==> config.mk <==
export PLATFORM = sky130hd
export DESIGN_NAME = chpq_ctrl
export DESIGN_NICKNAME = d
export VERILOG_FILES = /design/src/rtl/core/chpq_pkg.sv /design/src/rtl/core/chpq_ctrl.sv
export SDC_FILE = /design/constraint.sdc
export NUM_CORES = 1
export LEC_CHECK = 0
export BUFFER_PORTS_ARGS = -buffer_cell sky130_fd_sc_hd__buf_2
export CAP_MARGIN = 20
export CORE_AREA = 3 3 40 42
export DETAILED_ROUTE_END_ITERATION = 12
export DIE_AREA = 0 0 43 45
export PLACE_DENSITY_LB_ADDON = 0.3
export SETUP_SLACK_MARGIN = 0.5
export SLEW_MARGIN = 20
export SYNTH_ARGS = -nofsm -noshare
export SYNTH_HDL_FRONTEND = slang
export SYNTH_SLANG_ARGS = --single-unit
==> constraint.sdc <==
create_clock -name clk_i -period 2.3 [get_ports clk_i]
set_input_delay 0 -clock clk_i [delete_from_list [all_inputs] [get_ports clk_i]]
set_output_delay 0 -clock clk_i [all_outputs]
set_load 0.01 [all_outputs]
==> src/rtl/core/chpq_pkg.sv <==
// Shared types, codes and constants of the canonical Huffman pair/quad decoder.
// Used by the controller, the datapath and the top level; depends on nothing.

package chpq_pkg;

  // Defaults for the top level parameters
  localparam int MAX_CODE_LEN_DEF  = 19;
  localparam int TABLE_ENTRIES_DEF = 256;

  // Fixed field widths
  localparam int OP_W      = 3;
  localparam int LSEL_W    = 5;
  localparam int CNT_W     = 9;
  localparam int FIRST_W   = 8;
  localparam int ENTRY_W   = 8;
  localparam int CODE_W    = 19;
  localparam int SYM_W     = 8;
  localparam int STATUS_W  = 2;
  localparam int NIB_W     = 4;
  localparam int CFG_IDX_W = 1;

  // Opcodes of input beats
  localparam logic [OP_W-1:0] OP_LOAD_LEN  = 3'd0;
  localparam logic [OP_W-1:0] OP_LOAD_CODE = 3'd1;
  localparam logic [OP_W-1:0] OP_START     = 3'd2;
  localparam logic [OP_W-1:0] OP_BIT       = 3'd3;
  localparam logic [OP_W-1:0] OP_END       = 3'd4;

  // Result status codes
  localparam logic [STATUS_W-1:0] RES_OK       = 2'd0;
  localparam logic [STATUS_W-1:0] RES_NO_MATCH = 2'd1;
  localparam logic [STATUS_W-1:0] RES_OVERRUN  = 2'd2;

  // Configuration register indexes
  localparam logic [CFG_IDX_W-1:0] CFG_QUAD_MODE     = 1'b0;
  localparam logic [CFG_IDX_W-1:0] CFG_TABLE_PRESENT = 1'b1;

  localparam logic [SYM_W-1:0] NIBBLE_MASK = 8'h0F;

  // Input beat payload, last field in the lowest bits
  typedef struct packed {
    logic [5:0]         pad;
    logic               stream_bit;
    logic [SYM_W-1:0]   symbol_value;
    logic [CODE_W-1:0]  code_value;
    logic [ENTRY_W-1:0] entry_index;
    logic [FIRST_W-1:0] first_index;
    logic [CNT_W-1:0]   length_count;
    logic [LSEL_W-1:0]  length_sel;
  } in_data_t;

  // Output beat payload, last field in the lowest bits
  typedef struct packed {
    logic [5:0]       pad;
    logic [NIB_W-1:0] val_y;
    logic [NIB_W-1:0] val_x;
    logic             val_w;
    logic             val_v;
    logic [SYM_W-1:0] raw_symbol;
  } out_data_t;

  // Commands from controller to datapath
  typedef struct packed {
    logic                wr_len;
    logic                wr_code;
    logic                clr_code;
    logic                shift;
    logic                setup;
    logic                step;
    logic                set_result;
    logic                use_sym;
    logic [STATUS_W-1:0] res_status;
    logic                load_out;
  } dp_cmd_t;

  // Status from datapath to controller
  typedef struct packed {
    logic table_present;
    logic empty;
    logic at_max;
    logic hit;
    logic exhausted;
  } dp_stat_t;

endpackage

==> src/rtl/core/chpq_ctrl.sv <==
// Controller of the canonical Huffman pair/quad decoder: decode state machine
// and output beat valid. Depends on chpq_pkg; drives chpq_dp through dp_cmd_t.

module chpq_ctrl (
  input  logic                        clk_i,
  input  logic                        rst_ni,
  input  logic                        s_tvalid_i,
  input  logic [chpq_pkg::OP_W-1:0]   opcode_i,
  output logic                        s_tready_o,
  input  logic                        m_tready_i,
  output logic                        m_tvalid_o,
  input  chpq_pkg::dp_stat_t          stat_i,
  output chpq_pkg::dp_cmd_t           cmd_o
);

  localparam logic [2:0] S_IDLE   = 3'd0;
  localparam logic [2:0] S_ARMED  = 3'd1;
  localparam logic [2:0] S_SETUP  = 3'd2;
  localparam logic [2:0] S_SEARCH = 3'd3;
  localparam logic [2:0] S_EMIT   = 3'd4;

  logic [2:0] state_q, state_d;
  logic       m_valid_q, m_valid_d;
  logic       accept;
  logic       armed;

  assign s_tready_o = (state_q == S_IDLE) || (state_q == S_ARMED);
  assign accept     = s_tvalid_i && s_tready_o;
  assign armed      = (state_q == S_ARMED);
  assign m_tvalid_o = m_valid_q;

  always_comb begin
    cmd_o   = '0;
    state_d = state_q;
    case (state_q)
      S_IDLE, S_ARMED: begin
        if (accept) begin
          case (opcode_i)
            chpq_pkg::OP_LOAD_LEN:  cmd_o.wr_len  = 1'b1;
            chpq_pkg::OP_LOAD_CODE: cmd_o.wr_code = 1'b1;
            chpq_pkg::OP_START: begin
              cmd_o.clr_code = 1'b1;
              if (!stat_i.table_present) begin
                cmd_o.set_result = 1'b1;
                cmd_o.res_status = chpq_pkg::RES_OK;
                state_d          = S_EMIT;
              end else begin
                state_d = S_ARMED;
              end
            end
            chpq_pkg::OP_BIT: begin
              if (armed) begin
                cmd_o.shift = 1'b1;
                state_d     = S_SETUP;
              end
            end
            chpq_pkg::OP_END: begin
              if (armed) begin
                cmd_o.set_result = 1'b1;
                cmd_o.res_status = chpq_pkg::RES_OVERRUN;
                state_d          = S_EMIT;
              end
            end
            default: ;
          endcase
        end
      end
      S_SETUP: begin
        if (stat_i.empty) begin
          if (stat_i.at_max) begin
            cmd_o.set_result = 1'b1;
            cmd_o.res_status = chpq_pkg::RES_NO_MATCH;
            state_d          = S_EMIT;
          end else begin
            state_d = S_ARMED;
          end
        end else begin
          cmd_o.setup = 1'b1;
          state_d     = S_SEARCH;
        end
      end
      S_SEARCH: begin
        if (stat_i.hit) begin
          cmd_o.set_result = 1'b1;
          cmd_o.use_sym    = 1'b1;
          cmd_o.res_status = chpq_pkg::RES_OK;
          state_d          = S_EMIT;
        end else if (stat_i.exhausted) begin
          if (stat_i.at_max) begin
            cmd_o.set_result = 1'b1;
            cmd_o.res_status = chpq_pkg::RES_NO_MATCH;
            state_d          = S_EMIT;
          end else begin
            state_d = S_ARMED;
          end
        end else begin
          cmd_o.step = 1'b1;
        end
      end
      S_EMIT: begin
        // wait for the output register to drain
        if (!m_valid_q || m_tready_i) begin
          cmd_o.load_out = 1'b1;
          state_d        = S_IDLE;
        end
      end
      default: state_d = S_IDLE;
    endcase
  end

  always_comb begin
    if (cmd_o.load_out) begin
      m_valid_d = 1'b1;
    end else if (m_tready_i) begin
      m_valid_d = 1'b0;
    end else begin
      m_valid_d = m_valid_q;
    end
  end

  always_ff @(posedge clk_i or negedge rst_ni) begin
    if (!rst_ni) begin
      state_q   <= S_IDLE;
      m_valid_q <= 1'b0;
    end else begin
      state_q   <= state_d;
      m_valid_q <= m_valid_d;
    end
  end

endmodule

=== Word level (Yosys, flattened, before mapping) ===
Index checks and enable logic that the tools add are counted.

* Eq/ne operators: 14
* Muxes and demuxes: 45
* Reductions and logical operators: 9

{| class="wikitable"
|+ Operator list
! kind !! count
|-
| $mux W3 || 9
|-
| $mux W1 || 26
|-
| $eq A3 B2 Y1 const B || 4
|-
| $pmux W3 S4 || 1
|-
| $ne A3 B3 Y1 const B || 3
|-
| $pmux W3 S3 || 1
|-
| $mux W4 || 2
|-
| $eq A3 B1 Y1 const B || 2
|-
| $eq A3 B3 Y1 const B || 2
|-
| $logic_not A3 Y1 || 2
|-
| $mux W2 || 3
|-
| $pmux W2 S3 || 1
|-
| $reduce_and A6 Y1 || 1
|-
| $ne A2 B2 Y1 const B || 2
|-
| $ne A4 B1 Y1 const B || 1
|-
| $pmux W1 S3 || 1
|-
| $logic_or A1 B1 Y1 || 2
|-
| $pmux W1 S2 || 1
|-
| $reduce_bool A2 Y1 || 1
|-
| $reduce_or A2 Y1 || 1
|-
| $logic_and A1 B1 Y1 || 1
|-
| $logic_not A1 Y1 || 1
|}

* Register bits: 4
* Output and inout port bits: 13
* Word-level logic and storage cells: 70

=== Longest topological paths before layout ===
* Word-level depth: 5
* Mapped depth: 5
* Mapped depth without buffers: 4

=== Worst setup path before layout ===
Ideal clock, no wire load.

* Kind: reg2reg
* Start: register state_q[0]
* End: register state_q[0]
* Arrival: 1.576 ns
* Slack: 0.599 ns
* Stages on the path, launching flop included: 6
* Buffers on the path: 1
* Clock period less this slack: 1.701 ns
* Cell sequence: dfrtp_1 -> buf_6 -> or3b_1 -> or3_4 -> o2111ai_2 -> mux2_4

* Cells in the longest elaborated chain, start to end: 5

{| class="wikitable"
|+ RTL lines
! item !! RTL line !! source
|-
| from (decl) || chpq_ctrl.sv:22 || <nowiki>logic [2:0] state_q, state_d;</nowiki>
|-
| from (signal assigned) || chpq_ctrl.sv:126 || <nowiki>state_q <= state_d;</nowiki>
|-
| $eq A3 B1 Y1 / $logic_not A3 Y1 (equally long branches) || chpq_ctrl.sv:27, chpq_ctrl.sv:29, chpq_ctrl.sv:35 ||
|-
| $logic_or A1 B1 Y1 || chpq_ctrl.sv:27 || <nowiki>assign s_tready_o = (state_q == S_IDLE) || (state_q == S_ARMED);</nowiki>
|-
| $logic_and A1 B1 Y1 || chpq_ctrl.sv:28 || <nowiki>assign accept = s_tvalid_i && s_tready_o;</nowiki>
|-
| $ne A2 B2 Y1 (no source line) || n/a ||
|-
| $reduce_and A6 Y1 (no source line) || n/a ||
|}

Parallel ways exist; a longest one is shown, timed or not.
A chain may end at the register's enable or synchronous reset.

=== Worst setup path in the final report ===
Ends and elaborated chain as after synthesis.

==> flow_summary.toml <==
[global_route]
gr-total-overflow = 0
groute.usage.overall = 0.135
grt_start_max_net_pins = 11
first_global_vias = 454
antenna_violations_before_repair = 0
wire_length_of_the_first_global_routing_pass_um = 1940

[synth]
syn_area_per_cell_sq_um = 8.06
syn_inst = 54
yosys_register_bits = 4
synth.distinct_cells = 28
syn_nets = 66
synth_area_sq_um = 435
ys_seq_area_frac = 0.230
yosysWarnings = 0

[cts]
cts_tree = "done"
cts-buffers-inserted = 3
clk_latency_ps = 240
clock-root-buffer = "clkbuf_4"
cts.reportedPaths.clkPinSlew_ps = 40
cts_max_level = 1
cts.sink_count = 4
clockBufferDepth = 2

[power_and_ir_drop]
ir_drop_mv = 0.247
p_leak_nw = 0.337
power-per-cell-area_nw_per_um2 = 528

[worst_setup_path]
end_kind = "register"
path_cells = "or3b_1, or3_4, o2111ai_2, mux2_4"
timing.critical_path.required_ps = 2420
max_stage_delay_ps = 460
critical_path.max_fanout = 10
critical-path-top-delay-family = "simple AND/OR/NAND/NOR gates"
worst_setup_path_start_kind = "register"
timing_worst_setup_path_type = "register to register"
worstPathArrival_ps = 1870
critical_path_buf_inv_count = 0
critPathSlowestCell = "dfrtp_2"

[routing]
finalWirelength_um = 1170
detail_route.wl_per_cell_um = 12.3
via_count = 497
drt_iter0_drc = 12
drtPass1Iterations = 4
vias_per_cell = 5.23
drtAntennaViolNets = 0
route.detailed.drc = 0

[sta]
rsz0062_at_grt = "true"
setup_viol = 0
transition_at_the_pin_with_the_smallest_max_transition_slack_ps = 248
timing.max_slew.rel_slack = 0.835
finalHoldViolCount = 0
maxSlewViolCount = 0
setup_tns_ps = 0
timing.clock.skew_ps = 5.86
final.min_clock_period_ps = 1750
fin_crit_sh = 0.761
max_clock_freq_mhz = 572

[floorplanning]
number_of_top_level_pins = 25
floorplan.core_area_sq_um = 1280
row_count = 13
fp.dieW_um = 43
starting_density = 0.339
die_area_sq_um = 1940
dieHeight_um = 45

[finish]
finalNetCount = 94
final_common_cell = "buf_2"
final_core_utilization = 0.474
fillers = 138
layout.cells.most_common_list = "24 x buf_2, 5 x nand2_1, 4 x nor2_1, 4 x inv_1, 4 x o21ai_0"
post_route_cells_drive_above_1_share = 0.450
insertedDiodeCount = 0
final_area_sq_um = 609
syn_to_final_growth_pct = 39.9

[placement]
portBuffers = 24
detailed_place_hpwl_um = 914
place.gp.congestion = 0.832
placed_area_sq_um = 551

[run]
max-cap-violations = 0

[run_status]
run_status = "completed"

[hold_path]
min_delay_worst_type = "primary input to asynchronous set/reset pin"
==> timing repair <==
item                       in CTS  in global routing
setup buffers                   0                  0
setup endpoints to repair       1                  2
hold endpoints to repair        5                  0
hold buffers                    2                  0
gates resized for setup         1                  4
pin swaps                       0                  2
==> final timing paths <==
path                                             start                      to  slack [ps]  cells past startpoint
min in group clk_i                           stat_i[4]  state_q[0]$_DFFE_PN0P_         220                      4
worst min-delay path                            rst_ni  m_tvalid_o$_DFFE_PN0P_         110                      2
max in group asynchronous                       rst_ni  state_q[1]$_DFFE_PN0P_        2050                      2
worst max register to register  state_q[0]$_DFFE_PN0P_  state_q[0]$_DFFE_PN0P_         550                      4
worst min register to register  m_tvalid_o$_DFFE_PN0P_  m_tvalid_o$_DFFE_PN0P_         570                      2
worst max-delay path            state_q[0]$_DFFE_PN0P_  state_q[0]$_DFFE_PN0P_         550                      4
==> routing by layer <==
metal / vias up / global-route usage / wire length (um)
li1: 253 / - / -
met1: 216 / 0.163 / 499
met2: 24 / 0.201 / 526
met3: 4 / 0.0398 / 109
met4: 0 / 0.108 / 31
met5: - / 0 / 0
==> synth_stat cells (all sizes together) <==
cell type / count / share of area
dfrtp: 4 / 0.23
o21ai: 4 / 0.046
nor2: 4 / 0.034
o211a: 1 / 0.023
nand2: 5 / 0.043
nor3: 2 / 0.023
inv: 4 / 0.034
nand3: 3 / 0.034
and3: 2 / 0.029
nor3b: 3 / 0.052
or3: 1 / 0.026
a31oi: 1 / 0.014
and2b: 1 / 0.017
nor4: 1 / 0.029
nand3b: 1 / 0.017
mux2: 1 / 0.034
nand2b: 2 / 0.029
o2111ai: 2 / 0.055
a21oi: 3 / 0.034
nor4b: 1 / 0.034
a211o: 1 / 0.020
mux2i: 1 / 0.023
buf: 3 / 0.055
or4b: 1 / 0.023
or3b: 2 / 0.040
==> power breakdown <==
group | internal, W | switching [W] | leakage, nW | total (W)
registers | 0.0000870 | 0.0000289 | 0.0492 | 0.000116
logic | 0.0000614 | 0.0000578 | 0.274 | 0.000119
clock network | 0.0000583 | 0.0000285 | 0.0138 | 0.0000868
total | 0.000207 | 0.000115 | 0.337 | 0.000322
==> registers in the layout, summed over array words and instances, names as in the netlist <==
signal and count:
state_q 3, m_tvalid_o 1
==> final cells by class <==
| type | instances | area, sq um | share of cell area |
|---|---|---|---|
| Sequential cell | 4 | 104 | 0.170 |
| Clock buffer | 3 | 22.5 | 0.0370 |
| Inverter | 4 | 15.0 | 0.0246 |
| Multi-Input combinational cell | 43 | 309 | 0.507 |
| Timing Repair Buffer | 26 | 140 | 0.230 |
| Tap cell | 15 | 18.8 | 0.0308 |
==> cells by family after synthesis <==
| kind of cell | share of synthesized area |
|---|---|
| AND/OR/NAND/NOR | 0.431 |
| AO/OA/AOI/OAI | 0.193 |
| buffers and inverters | 0.0891 |
| flip-flops | 0.230 |
| multiplexers | 0.0575 |
==> metrics by stage <==
stage | hold slack, ps | cells | worst slack [ps] | power (W)
6_report | 109 | 95 | 550 | 0.000322
5_1_grt | 118 | 95 | 476 | 0.000349
4_1_cts | 95.7 | 95 | 516 | 0.000321
3_5_place_dp | -187 | 90 | 533 | 0.000227
3_3_place_gp | -188 | 90 | 556 | 0.000226
2_1_floorplan | -296 | 54 | 599 | 0.000207
(Power assumes the default switching activity.)
